File: config.mk
export PLATFORM = sky130hd
export DESIGN_NAME = spherical_shell_normaliser_core
export DESIGN_NICKNAME = d
export VERILOG_FILES = /design/src/rtl/ssn_pkg.sv /design/src/rtl/ssn_mul.sv /design/src/rtl/ssn_div.sv /design/src/rtl/spherical_shell_normaliser_core.sv
export SDC_FILE = /design/constraint.sdc
export NUM_CORES = 2
export LEC_CHECK = 0
export BUFFER_PORTS_ARGS = -buffer_cell sky130_fd_sc_hd__buf_4
export CELL_PAD_IN_SITES_DETAIL_PLACEMENT = 0
export CELL_PAD_IN_SITES_GLOBAL_PLACEMENT = 1
export CORE_UTILIZATION = 45
export DETAILED_ROUTE_END_ITERATION = 7
export GPL_TIMING_DRIVEN = 1
export PLACE_DENSITY_LB_ADDON = 0.1
export SYNTH_ARGS = -nofsm -noshare
export SYNTH_HDL_FRONTEND = slang
export SYNTH_HIERARCHICAL = 1
export SYNTH_SLANG_ARGS = --single-unit
File: constraint.sdc
create_clock -name clk -period 11 [get_ports clk]
set_clock_uncertainty 0.1 [all_clocks]
set_input_delay 1.65 -clock clk [delete_from_list [all_inputs] [get_ports clk]]
set_output_delay 1.65 -clock clk [all_outputs]
set_load 0.02 [all_outputs]
File: src/rtl/ssn_pkg.sv
// Shared types and constants of the spherical shell normaliser.
// No dependencies; used by every module of the block.
`timescale 1ns / 1ps

package ssn_pkg;

  localparam int X_WIDTH     = 20;
  localparam int VALUE_WIDTH = 32;

  // Edges are Q.11, one bit wider than the centres.
  localparam int EDGE_W = X_WIDTH + 1;
  localparam int EXT_W  = X_WIDTH + 3;
  localparam int CUBE_W = 3 * X_WIDTH + 1;
  localparam int DIFF_W = 3 * X_WIDTH + 2;

  // 2 * 3/(4*pi) in Q0.32
  localparam int                KINV_W  = 31;
  localparam logic [KINV_W-1:0] KINV_X2 = 31'd2050695826;
  localparam int                NUM_W   = VALUE_WIDTH + KINV_W;

  // Shared multiplier operand widths
  localparam int SQ_W  = 2 * X_WIDTH + 2;
  localparam int MA_W  = (SQ_W > VALUE_WIDTH + 1) ? SQ_W : VALUE_WIDTH + 1;
  localparam int MB_W  = (EDGE_W > KINV_W + 1) ? EDGE_W : KINV_W + 1;
  localparam int PROD_W = MA_W + MB_W;

  localparam int CNT_W = $clog2(VALUE_WIDTH);

  localparam logic [1:0] STATUS_OK          = 2'd0;
  localparam logic [1:0] STATUS_ZERO_VOLUME = 2'd1;
  localparam logic [1:0] STATUS_SATURATED   = 2'd2;

  typedef struct packed {
    logic signed [X_WIDTH-1:0]     bin_centre;
    logic signed [VALUE_WIDTH-1:0] sample_value;
    logic signed [VALUE_WIDTH-1:0] sample_error;
    logic                          last_bin;
  } ssn_in_t;

  typedef struct packed {
    logic signed [VALUE_WIDTH-1:0] normalised_value;
    logic signed [VALUE_WIDTH-1:0] normalised_error;
    logic [1:0]                    result_status;
    logic                          last_result;
  } ssn_out_t;

  typedef struct packed {
    logic start;
    logic neg;
  } div_req_t;

  typedef struct packed {
    logic                          done;
    logic                          sat;
    logic signed [VALUE_WIDTH-1:0] quot;
  } div_rsp_t;

  typedef enum logic [1:0] {
    BINS_NONE,
    BINS_HELD,
    BINS_STREAM
  } bins_t;

  typedef enum logic [1:0] {
    DIV_IDLE,
    DIV_CHECK,
    DIV_STEP,
    DIV_DONE
  } div_state_t;

  typedef enum logic [3:0] {
    ST_IDLE,
    ST_START,
    ST_LEFT_SQ,
    ST_LEFT_CUBE,
    ST_LEFT_SET,
    ST_SH_SQ,
    ST_SH_CUBE,
    ST_SH_DIFF,
    ST_SH_CHECK,
    ST_VAL_MUL,
    ST_VAL_START,
    ST_VAL_WAIT,
    ST_ERR_MUL,
    ST_ERR_START,
    ST_ERR_WAIT,
    ST_EMIT
  } ssn_state_t;

endpackage

File: src/rtl/ssn_mul.sv
// Shared signed multiplier with a registered product.
// Depends on ssn_pkg for operand widths.
`timescale 1ns / 1ps

module ssn_mul (
  input  logic                              clk,
  input  logic signed [ssn_pkg::MA_W-1:0]   a,
  input  logic signed [ssn_pkg::MB_W-1:0]   b,
  output logic signed [ssn_pkg::PROD_W-1:0] p
);

  always_ff @(posedge clk) begin
    p <= a * b;
  end

endmodule

File: src/rtl/ssn_div.sv
// Restoring divider, one quotient bit per cycle, with saturation to the
// signed result range. Depends on ssn_pkg.
`timescale 1ns / 1ps

module ssn_div (
  input  logic                           clk,
  input  logic                           rst,
  input  ssn_pkg::div_req_t              req,
  input  logic [ssn_pkg::NUM_W-1:0]      num,
  input  logic [ssn_pkg::DIFF_W-1:0]     den,
  output ssn_pkg::div_rsp_t              rsp
);

  localparam int VW = ssn_pkg::VALUE_WIDTH;
  localparam int DW = ssn_pkg::DIFF_W;

  localparam logic signed [VW-1:0] Q_MAX = {1'b0, {(VW-1){1'b1}}};
  localparam logic signed [VW-1:0] Q_MIN = {1'b1, {(VW-1){1'b0}}};

  ssn_pkg::div_state_t state, state_next;

  logic [DW-1:0]                 rem;
  logic [DW-1:0]                 den_r;
  logic [VW-1:0]                 num_lo;
  logic [VW-1:0]                 q;
  logic [ssn_pkg::CNT_W-1:0]     cnt;
  logic                          neg_r;
  logic                          sat_r;
  logic signed [VW-1:0]          quot_r;

  logic [DW:0]   trial;
  logic [DW:0]   operand;
  logic [DW+1:0] diff;
  logic          ge;
  logic          last_step;

  // One compare-subtract serves the overflow check and every step.
  assign trial     = {rem, num_lo[VW-1]};
  assign operand   = (state == ssn_pkg::DIV_CHECK) ? {1'b0, rem} : trial;
  assign diff      = {1'b0, operand} - {2'b00, den_r};
  assign ge        = ~diff[DW+1];
  assign last_step = (cnt == ssn_pkg::CNT_W'(VW - 1));

  always_ff @(posedge clk) begin
    if (rst) begin
      state <= ssn_pkg::DIV_IDLE;
    end else begin
      state <= state_next;
    end
  end

  always_comb begin
    state_next = state;
    case (state)
      ssn_pkg::DIV_IDLE: begin
        if (req.start) begin
          state_next = ssn_pkg::DIV_CHECK;
        end
      end
      ssn_pkg::DIV_CHECK: begin
        state_next = ge ? ssn_pkg::DIV_DONE : ssn_pkg::DIV_STEP;
      end
      ssn_pkg::DIV_STEP: begin
        if (last_step) begin
          state_next = ssn_pkg::DIV_DONE;
        end
      end
      ssn_pkg::DIV_DONE: begin
        state_next = ssn_pkg::DIV_IDLE;
      end
      default: begin
        state_next = ssn_pkg::DIV_IDLE;
      end
    endcase
  end

  logic [VW-1:0] q_fin;
  assign q_fin = {q[VW-2:0], ge};

  always_ff @(posedge clk) begin
    case (state)
      ssn_pkg::DIV_IDLE: begin
        if (req.start) begin
          // High part of the dividend: if it reaches the divisor, the
          // quotient needs more than VW bits.
          rem    <= DW'(num[ssn_pkg::NUM_W-1:VW]);
          num_lo <= num[VW-1:0];
          den_r  <= den;
          neg_r  <= req.neg;
        end
      end
      ssn_pkg::DIV_CHECK: begin
        cnt    <= '0;
        sat_r  <= ge;
        quot_r <= neg_r ? Q_MIN : Q_MAX;
      end
      ssn_pkg::DIV_STEP: begin
        rem    <= ge ? diff[DW-1:0] : trial[DW-1:0];
        num_lo <= num_lo << 1;
        q      <= q_fin;
        cnt    <= cnt + 1'b1;
        if (last_step) begin
          if (neg_r) begin
            if (q_fin[VW-1] && (|q_fin[VW-2:0])) begin
              sat_r  <= 1'b1;
              quot_r <= Q_MIN;
            end else begin
              sat_r  <= 1'b0;
              quot_r <= -signed'(q_fin);
            end
          end else if (q_fin[VW-1]) begin
            sat_r  <= 1'b1;
            quot_r <= Q_MAX;
          end else begin
            sat_r  <= 1'b0;
            quot_r <= signed'(q_fin);
          end
        end
      end
      default: begin
      end
    endcase
  end

  assign rsp.done = (state == ssn_pkg::DIV_DONE);
  assign rsp.sat  = sat_r;
  assign rsp.quot = quot_r;

endmodule

File: src/rtl/spherical_shell_normaliser_core.sv
// Spherical shell normaliser: top level, sequencer and edge datapath.
// Depends on ssn_pkg, ssn_mul and ssn_div.
`timescale 1ns / 1ps
//
// Bins of a radial series enter on in_valid/in_stall/in_data, one at a
// time, the series ending at the bin with last_bin set. Each result leaves
// on out_valid/out_stall/out_data. errors_present is written through
// cfg_we/cfg_wdata; the user must write it only while the block is idle,
// which the block itself does not enforce. The first bin of a series
// gives no result at once; the second bin gives two (first and second
// bin), every later bin one. A series of one bin returns it unchanged.
// Each shell runs through one shared multiplier (square, cube, value or
// error times 3/(2*pi)) and, unless its volume is zero, one restoring
// divider. With errors present, each divided shell also divides its error
// after its value; the second bin of a series also computes the first
// edge plus a second shell. in_stall is high from acceptance until the
// last result of the item is loaded into the output register (a held
// first bin gives none), so the next item is taken while that result
// still waits. While out_stall holds a result, the block waits with its
// next result and out_data does not change. rst (synchronous) empties the
// output register, drops any held bin and clears errors_present.

module spherical_shell_normaliser_core (
  input  logic              clk,
  input  logic              rst,
  input  logic              in_valid,
  output logic              in_stall,
  input  ssn_pkg::ssn_in_t  in_data,
  output logic              out_valid,
  input  logic              out_stall,
  output ssn_pkg::ssn_out_t out_data,
  input  logic              cfg_we,
  input  logic              cfg_wdata
);

  localparam int XW   = ssn_pkg::X_WIDTH;
  localparam int VW   = ssn_pkg::VALUE_WIDTH;
  localparam int EW   = ssn_pkg::EDGE_W;
  localparam int XT   = ssn_pkg::EXT_W;
  localparam int DW   = ssn_pkg::DIFF_W;
  localparam int CW   = ssn_pkg::CUBE_W;
  localparam int MA_W = ssn_pkg::MA_W;
  localparam int MB_W = ssn_pkg::MB_W;

  function automatic logic signed [EW-1:0] sat_edge(input logic signed [XT-1:0] e);
    logic fits;
    fits = (&e[XT-1:EW-1]) || !(|e[XT-1:EW-1]);
    if (fits) begin
      sat_edge = e[EW-1:0];
    end else if (e[XT-1]) begin
      sat_edge = {1'b1, {XW{1'b0}}};
    end else begin
      sat_edge = {1'b0, {XW{1'b1}}};
    end
  endfunction

  ssn_pkg::ssn_state_t state, state_next;
  ssn_pkg::bins_t      bins_seen;

  logic                errors_present;
  ssn_pkg::ssn_in_t    in_r;
  logic signed [XW-1:0] held_centre;
  logic signed [VW-1:0] held_value;
  logic signed [VW-1:0] held_error;
  logic signed [EW-1:0] left_pos;
  logic signed [CW-1:0] left_cube;
  logic signed [EW-1:0] shell_edge;
  logic signed [DW-1:0] vol_diff;
  logic signed [VW-1:0] sh_value;
  logic signed [VW-1:0] sh_error;
  logic                 sh_last;
  logic                 first_pair;
  logic signed [VW-1:0] res_value;
  logic signed [VW-1:0] res_error;
  logic [1:0]           res_status;
  logic                 res_last;
  logic                 val_sat;

  logic signed [MA_W-1:0]            mul_a;
  logic signed [MB_W-1:0]            mul_b;
  logic signed [ssn_pkg::PROD_W-1:0] prod;
  logic signed [CW-1:0]              cube;
  ssn_pkg::div_req_t                 div_req;
  ssn_pkg::div_rsp_t                 div_rsp;
  logic [DW-1:0]                     div_den;
  logic                              out_load;

  logic [VW-1:0]        abs_value;
  logic [VW-1:0]        abs_error;
  logic signed [XT-1:0] first_left;
  logic signed [XT-1:0] first_right;
  logic signed [XT-1:0] next_right;

  assign cube      = prod[CW-1:0];
  assign abs_value = sh_value[VW-1] ? VW'(-sh_value) : VW'(sh_value);
  assign abs_error = sh_error[VW-1] ? VW'(-sh_error) : VW'(sh_error);
  assign div_den   = vol_diff[DW-1] ? DW'(-vol_diff) : DW'(vol_diff);

  // Edges in Q.11: left0 = 3*c0 - c1, right = 4*c - left.
  assign first_left  = (XT'(held_centre) <<< 1) + XT'(held_centre) - XT'(in_r.bin_centre);
  assign first_right = (XT'(held_centre) <<< 2) - XT'(shell_edge);
  assign next_right  = (XT'(in_r.bin_centre) <<< 2) - XT'(left_pos);

  ssn_mul u_mul (
    .clk (clk),
    .a   (mul_a),
    .b   (mul_b),
    .p   (prod)
  );

  ssn_div u_div (
    .clk (clk),
    .rst (rst),
    .req (div_req),
    .num (prod[ssn_pkg::NUM_W-1:0]),
    .den (div_den),
    .rsp (div_rsp)
  );

  always_ff @(posedge clk) begin
    if (rst) begin
      state <= ssn_pkg::ST_IDLE;
    end else begin
      state <= state_next;
    end
  end

  always_comb begin
    state_next  = state;
    in_stall    = (state != ssn_pkg::ST_IDLE);
    mul_a       = '0;
    mul_b       = '0;
    div_req     = '0;
    out_load    = 1'b0;
    case (state)
      ssn_pkg::ST_IDLE: begin
        if (in_valid) begin
          state_next = ssn_pkg::ST_START;
        end
      end
      ssn_pkg::ST_START: begin
        case (bins_seen)
          ssn_pkg::BINS_NONE:   state_next = in_r.last_bin ? ssn_pkg::ST_EMIT : ssn_pkg::ST_IDLE;
          ssn_pkg::BINS_HELD:   state_next = ssn_pkg::ST_LEFT_SQ;
          default:              state_next = ssn_pkg::ST_SH_SQ;
        endcase
      end
      ssn_pkg::ST_LEFT_SQ, ssn_pkg::ST_SH_SQ: begin
        mul_a      = MA_W'(shell_edge);
        mul_b      = MB_W'(shell_edge);
        state_next = (state == ssn_pkg::ST_LEFT_SQ) ? ssn_pkg::ST_LEFT_CUBE
                                                    : ssn_pkg::ST_SH_CUBE;
      end
      ssn_pkg::ST_LEFT_CUBE, ssn_pkg::ST_SH_CUBE: begin
        mul_a      = prod[MA_W-1:0];
        mul_b      = MB_W'(shell_edge);
        state_next = (state == ssn_pkg::ST_LEFT_CUBE) ? ssn_pkg::ST_LEFT_SET
                                                      : ssn_pkg::ST_SH_DIFF;
      end
      ssn_pkg::ST_LEFT_SET: begin
        state_next = ssn_pkg::ST_SH_SQ;
      end
      ssn_pkg::ST_SH_DIFF: begin
        state_next = ssn_pkg::ST_SH_CHECK;
      end
      ssn_pkg::ST_SH_CHECK: begin
        state_next = (vol_diff == '0) ? ssn_pkg::ST_EMIT : ssn_pkg::ST_VAL_MUL;
      end
      ssn_pkg::ST_VAL_MUL: begin
        mul_a      = MA_W'(abs_value);
        mul_b      = MB_W'(ssn_pkg::KINV_X2);
        state_next = ssn_pkg::ST_VAL_START;
      end
      ssn_pkg::ST_VAL_START: begin
        div_req.start = 1'b1;
        div_req.neg   = sh_value[VW-1] ^ vol_diff[DW-1];
        state_next    = ssn_pkg::ST_VAL_WAIT;
      end
      ssn_pkg::ST_VAL_WAIT: begin
        if (div_rsp.done) begin
          state_next = errors_present ? ssn_pkg::ST_ERR_MUL : ssn_pkg::ST_EMIT;
        end
      end
      ssn_pkg::ST_ERR_MUL: begin
        mul_a      = MA_W'(abs_error);
        mul_b      = MB_W'(ssn_pkg::KINV_X2);
        state_next = ssn_pkg::ST_ERR_START;
      end
      ssn_pkg::ST_ERR_START: begin
        div_req.start = 1'b1;
        div_req.neg   = sh_error[VW-1] ^ vol_diff[DW-1];
        state_next    = ssn_pkg::ST_ERR_WAIT;
      end
      ssn_pkg::ST_ERR_WAIT: begin
        if (div_rsp.done) begin
          state_next = ssn_pkg::ST_EMIT;
        end
      end
      ssn_pkg::ST_EMIT: begin
        out_load = !out_valid || !out_stall;
        if (out_load) begin
          state_next = first_pair ? ssn_pkg::ST_SH_SQ : ssn_pkg::ST_IDLE;
        end
      end
      default: begin
        state_next = ssn_pkg::ST_IDLE;
      end
    endcase
  end

  // Control state
  always_ff @(posedge clk) begin
    if (rst) begin
      bins_seen      <= ssn_pkg::BINS_NONE;
      errors_present <= 1'b0;
      out_valid      <= 1'b0;
      first_pair     <= 1'b0;
    end else begin
      if (cfg_we) begin
        errors_present <= cfg_wdata;
      end
      if (out_load) begin
        out_valid <= 1'b1;
      end else if (!out_stall) begin
        out_valid <= 1'b0;
      end
      if (state == ssn_pkg::ST_START) begin
        case (bins_seen)
          ssn_pkg::BINS_NONE: begin
            if (!in_r.last_bin) begin
              bins_seen <= ssn_pkg::BINS_HELD;
            end
            first_pair <= 1'b0;
          end
          ssn_pkg::BINS_HELD: begin
            bins_seen  <= in_r.last_bin ? ssn_pkg::BINS_NONE : ssn_pkg::BINS_STREAM;
            first_pair <= 1'b1;
          end
          default: begin
            bins_seen  <= in_r.last_bin ? ssn_pkg::BINS_NONE : ssn_pkg::BINS_STREAM;
            first_pair <= 1'b0;
          end
        endcase
      end else if (out_load) begin
        first_pair <= 1'b0;
      end
    end
  end

  // Datapath
  always_ff @(posedge clk) begin
    if (out_load) begin
      out_data.normalised_value <= res_value;
      out_data.normalised_error <= errors_present ? res_error : '0;
      out_data.result_status    <= res_status;
      out_data.last_result      <= res_last;
    end
    case (state)
      ssn_pkg::ST_IDLE: begin
        if (in_valid) begin
          in_r <= in_data;
        end
      end
      ssn_pkg::ST_START: begin
        case (bins_seen)
          ssn_pkg::BINS_NONE: begin
            held_centre <= in_r.bin_centre;
            held_value  <= in_r.sample_value;
            held_error  <= in_r.sample_error;
            // A series of one bin passes through unchanged.
            res_value   <= in_r.sample_value;
            res_error   <= in_r.sample_error;
            res_status  <= ssn_pkg::STATUS_OK;
            res_last    <= 1'b1;
          end
          ssn_pkg::BINS_HELD: begin
            shell_edge <= sat_edge(first_left);
          end
          default: begin
            shell_edge <= sat_edge(next_right);
            sh_value   <= in_r.sample_value;
            sh_error   <= in_r.sample_error;
            sh_last    <= in_r.last_bin;
          end
        endcase
      end
      ssn_pkg::ST_LEFT_SET: begin
        left_pos   <= shell_edge;
        left_cube  <= cube;
        shell_edge <= sat_edge(first_right);
        sh_value   <= held_value;
        sh_error   <= held_error;
        sh_last    <= 1'b0;
      end
      ssn_pkg::ST_SH_DIFF: begin
        vol_diff  <= DW'(cube) - DW'(left_cube);
        left_pos  <= shell_edge;
        left_cube <= cube;
      end
      ssn_pkg::ST_SH_CHECK: begin
        res_last <= sh_last;
        if (vol_diff == '0) begin
          res_value  <= sh_value;
          res_error  <= sh_error;
          res_status <= ssn_pkg::STATUS_ZERO_VOLUME;
        end
      end
      ssn_pkg::ST_VAL_WAIT: begin
        if (div_rsp.done) begin
          res_value <= div_rsp.quot;
          res_error <= '0;
          val_sat   <= div_rsp.sat;
          res_status <= div_rsp.sat ? ssn_pkg::STATUS_SATURATED : ssn_pkg::STATUS_OK;
        end
      end
      ssn_pkg::ST_ERR_WAIT: begin
        if (div_rsp.done) begin
          res_error  <= div_rsp.quot;
          res_status <= (val_sat || div_rsp.sat) ? ssn_pkg::STATUS_SATURATED
                                                 : ssn_pkg::STATUS_OK;
        end
      end
      ssn_pkg::ST_EMIT: begin
        // After the first shell of a pair, advance to the second bin.
        if (out_load && first_pair) begin
          shell_edge <= sat_edge(next_right);
          sh_value   <= in_r.sample_value;
          sh_error   <= in_r.sample_error;
          sh_last    <= in_r.last_bin;
        end
      end
      default: begin
      end
    endcase
  end

endmodule

-- Word-level counts from Yosys, hierarchy flattened
Index checks and enable logic that the tools add are counted.
- word-level logic and storage cells: 222
- input port bits: 91
- register bits after elaboration: 834
- reductions and logical operators: 51
- bitwise gates (word level): 3
- multipliers: 1
- $add $sub $neg: 11
- mux-type cells: 84
- equality and inequality tests: 33
- operators by type and width (kind ; count):
    32-bit 2-to-1 mux ; 17
    32-bit one-hot mux with 3 select lines ; 3
    32-bit one-hot mux with 2 select lines ; 3
    42-bit one-hot mux with 4 select lines ; 1
    21-bit 2-to-1 mux ; 7
    32-bit one-hot mux with 4 select lines ; 1
    62-bit 2-to-1 mux ; 2
    62-bit one-hot mux with 2 select lines ; 1
    32-bit negation ; 3
    63-bit by 62-bit subtractor with 64-bit output ; 1
    42-bit by 32-bit multiplier with 63-bit output ; 1
    63-bit 2-to-1 mux ; 1
    21-bit one-hot mux with 3 select lines ; 1
    62-bit logical NOT ; 1
    62-bit negation ; 1
    61-bit by 61-bit subtractor with 62-bit output ; 1
    61-bit 2-to-1 mux ; 1
    4-bit one-hot mux with 14 select lines ; 1
    22-bit by 21-bit subtractor with 23-bit output ; 2
    21-bit one-hot mux with 2 select lines ; 1
    4-bit equality test (second input constant) ; 8
    31-bit 2-to-1 mux ; 1
    31-bit OR reduction ; 1
    2-bit 2-to-1 mux ; 13
    other kinds (37) ; 110

-- Depth between registers and ports, before layout
- depth after elaboration: 10
- mapped depth: 39
- depth with buffers taken out: 37

-- Hierarchy
Netlist, hierarchy kept.
- by module, submodules not included (module ; area each (um^2) ; cells an instance ; seq. area each (um^2) ; times used):
    ssn_mul ; 47066.4 ; 5126 ; 1481.4 ; 1
    spherical_shell_normaliser_core ; 30359.1 ; 2844 ; 16215.6 ; 1
    ssn_div ; 14198.6 ; 1370 ; 6826.5 ; 1

-- Worst setup path before layout
No wires, ideal clock.
- path type: reg-to-reg
- from: register sh_value[3]
- to: register, netlist name u_mul/p[68]
- path buffers: 2
- data required time: 10784 ps
- stages on the path, launching flop included: 36
- arrival time: 10201 ps
- setup slack: 582 ps
- setup time: 116 ps
- cells stage by stage: edfxtp_1 > or3_4 > or3_4 > nand2b_4 > or4_1 > or4_4 > or4_4 > o41ai_4 > xor2_1 > o21ai_0 > clkbuf_1 > nand2_1 > fa_1 > fa_1 > inv_1 > fa_1 > inv_1 > fa_1 > inv_1 > fa_1 > fa_1 > fa_1 > inv_1 > fa_1 > inv_1 > ha_1 > clkbuf_1 > a21o_1 > a21o_1 > a21oi_1 > a21boi_0 > o221ai_1 > o2bb2ai_1 > a311o_1 > or4_1 > and4_1
- RTL lines (element ; line ; RTL):
    from (decl) ; spherical_shell_normaliser_core.sv:69 ; logic signed [VW-1:0] sh_value;
    from (signal assigned) ; spherical_shell_normaliser_core.sv:281 ; sh_value <= in_r.sample_value;
    from (signal assigned) ; spherical_shell_normaliser_core.sv:291 ; sh_value <= held_value;
    from (signal assigned) ; spherical_shell_normaliser_core.sv:327 ; sh_value <= in_r.sample_value;

-- Worst setup path after layout
- from: register sh_value[3]
- to: register u_mul/p[59] in the netlist's numbering
- cells in the longest elaborated chain, start to end: 4
- RTL lines (element ; line ; RTL):
    32-bit negation ; spherical_shell_normaliser_core.sv:95 ; assign abs_value = sh_value[VW-1] ? VW'(-sh_value) : VW'(sh_value);
    32-bit 2-to-1 mux ; spherical_shell_normaliser_core.sv:95 ;
    42-bit one-hot mux with 4 select lines ; spherical_shell_normaliser_core.sv:135 ; case (state)
    via mul_a[26] ; spherical_shell_normaliser_core.sv:79 ; logic signed [MA_W-1:0] mul_a;
    42-bit by 32-bit multiplier with 63-bit output ; ssn_mul.sv:13 ; p <= a * b;
    to (signal assigned) ; ssn_mul.sv:13 ;
    to (decl) ; ssn_mul.sv:9 ; output logic signed [ssn_pkg::PROD_W-1:0] p
The timed path passes the listed nets, and every way through them passes these cells.
A chain may end at the register's enable or synchronous reset.

==> summary.md <==
| Metric | Value |
|---|---|
| Routed Wire Length | `about 280000 um` |
| Synth warn | `6` |
| GRT overflow | `0` |
| Largest net degree at the start of global routing | `85` |
| Die Wd | `between 400 and 500 um` |
| M2 GR Usage | `0.441` |
| Synth Instances | `between 8000 and 9000` |
| Clock buffer depth | `3` |
| Failing checks | `design-rule violations` |
| CTS H-tree depth | `3` |
| Layout cells sized above 1 | `0.0848` |
| GRT met3 Usage | `0.0513` |
| Final setup viols | `0` |
| Worst Slack Setup Final | `~0.32 ns` |
| GRT Total Usage | `0.288` |
| Post-layout util | `0.497` |
| Worst EP required | `between 10 and 15 ns` |
| Mapped Nets | `about 11000` |
| CP max-delay cell | `fa_1` |
| RSZ-0062 raised after global routing | `yes` |
| Max incr delay on CP | `~0.6 ns` |
| Inst Count DP | `11300` |
| Clk_lat worst skew | `between 0.7 and 0.8 ns` |
| Die Ht | `between 400 and 500 um` |
| WS Path Type | `flop to flop` |
| Maximum VDD drop | `roughly 180 uV` |
| Minimum clock period | `approximately 11 ns` |
| Worst slew margin | `0.154` |
| TritonCTS clock tree | `done` |
| Via-to-Cell Ratio | `between 5 and 6` |
| Top Usage Layer GRT | `met2` |
| Pwr Total | `~22 mW` |
| Post-DP HPWL | `~220000 um` |
| Fmax | `between 0.09 and 0.1 GHz` |
| Slew @ Worst Pin | `about 1.3 ns` |
| M1 GR Usage | `0.429` |
| Initial cell density of the core | `0.453` |
| Cell Area, Placed | `0.0922 mm^2` |
| Synthesized area per cell | `9.78 um^2` |
| CP startpoint kind | `flop` |
| First-pass GRT wire length | `about 420000 um` |
| CTS Buf Count | `94` |
| Finished Cell Area | `0.0957 mm^2` |
| Final hold slack | `a little over 0.3 ns` |
| Min-delay worst type | `flop to flop` |
| DRC | `1` |
| Post-DR wirelength/cell | `~24 um` |
| DR vias | `between 60000 and 70000` |
| Root Driver | `clkbuf_16` |
| Routability cong. | `approximately 0.93` |
| Post-place setup slack | `-0.0722 ns` |
| PortBufs | `159` |
| Post-Syn Area | `0.0873 mm^2` |
| Final cell count without fillers | `11500` |
| Status | `finished with violations` |
| Final hold violations | `0` |
| Antenna violations before repair | `7` |
| Worst-path maximum fanout | `16` |
| Pwr Density | `approximately 230 mW/mm^2` |
| Setup crit end kind | `flop` |
| Max-slew violations | `0` |
| Fin nets | `10700` |
| DRT antenna net count | `0` |
| Crit share post-route | `0.971` |
| Layout area overhead | `9.66%` |
| # rows | `161` |
| Initial DRC count | `5518` |
| Die Footprint | `0.196 mm^2` |
| Crit path DAT | `~11 ns` |
| CTS Sinks | `834` |
| Core Region | `~0.19 mm^2` |
| Clock slew at reported path FFs | `about 0.06 ns` |
| Io pins | `between 150 and 200` |
| Most used cell, CP | `fa_1` |
| Leakage | `~43 nW` |
| Vias in the first global route | `approximately 66000` |
| Setup TNS Final | `0 ns` |
| Drt first pass iters | `8` |
| Total of max-cap violations | `0` |
[power breakdown]
part	internal, mW	switching [mW]	leakage [nW]	total, mW
clock	1.85	1.40	1.54	3.26
combinational	4.39	8.50	33.6	12.9
sequential	4.62	0.768	7.60	5.38
total	10.9	10.7	42.8	21.5
[layer usage]
metal	up-vias	wire length (um)
met5	-	8
met4	2	5580
met3	293	22100
met2	2184	124000
met1	32900	129000
li1	28700	-
[sequential cells by signal, summed over array words and instances (netlist names), 61 cells and up]
register and count:
in_r 85, left_cube 61, out_data 67, u_div/den_r 62
u_div/rem 62, u_mul/p 63, vol_diff 62
[cell usage in the layout (no fill, tap or decap), types with 19 or more instances in the layout]
cell	instances
buf_12	22
mux2_2	95
a31oi_1	58
o21bai_1	38
nand2_1	1466
ha_1	382
dfxtp_1	74
o21ai_0	209
inv_1	1566
a211oi_1	63
nor2b_1	32
clkbuf_16	98
buf_4	352
nor2_1	281
nor4_1	23
xnor2_1	225
fa_1	1274
a22oi_1	34
or4_1	27
nand2b_1	34
nand4_1	58
a222oi_1	44
o22ai_1	30
nand3_1	73
a21o_1	157
o21a_1	39
and2_1	440
or3_1	19
clkbuf_1	21
o21ai_1	20
and3_1	24
xor2_1	129
nor3_1	71
o211ai_1	31
a21oi_1	307
o31ai_1	47
edfxtp_1	760
[what timing repair did]
action / 4_1_cts / 5_1_grt
resized for setup: 1 / 31
buffers inserted: 5 / 6
pin swaps: 2 / 7
setup endpoints to repair: 2 / 15
hold buffers: 0 / 0
gates cloned: 0 / 3
[final timing paths]
path	start	endpoint	slack (ns)	cells past startpoint
setup / recovery	sh_value[3]	u_mul/p[59]	0.32	32
hold / removal	res_status[1]	out_data[2]	0.31	0
setup reg to reg	sh_value[3]	u_mul/p[59]	0.32	32
hold reg to reg	res_status[1]	out_data[2]	0.31	0
[layout make-up]
cell class / count / area (um^2)
Fill cell: 18000 / 96900
Multi-Input combinational cell: 6047 / 55900
Sequential cell: 834 / 24300
Inverter: 1568 / 5890
Timing Repair Buffer: 380 / 3210
Tap cell: 2526 / 3160
Clock buffer: 120 / 2510
Clock inverter: 56 / 697
Antenna cell: 3 / 7.51
[worst max-delay path, delay by kind of cell (launching register included)]
| family | cells | cell delay, ns |
|---|---|---|
| AO/OA/AOI/OAI | 7 | 1.87 |
| XOR/XNOR | 2 | 0.30 |
| adder cells (fa/ha/maj) | 9 | 4.43 |
| buffers and inverters | 5 | 0.61 |
| flip-flops | 1 | 0.45 |
| AND/OR/NAND/NOR | 9 | 2.83 |
(Power assumes the default switching activity.)
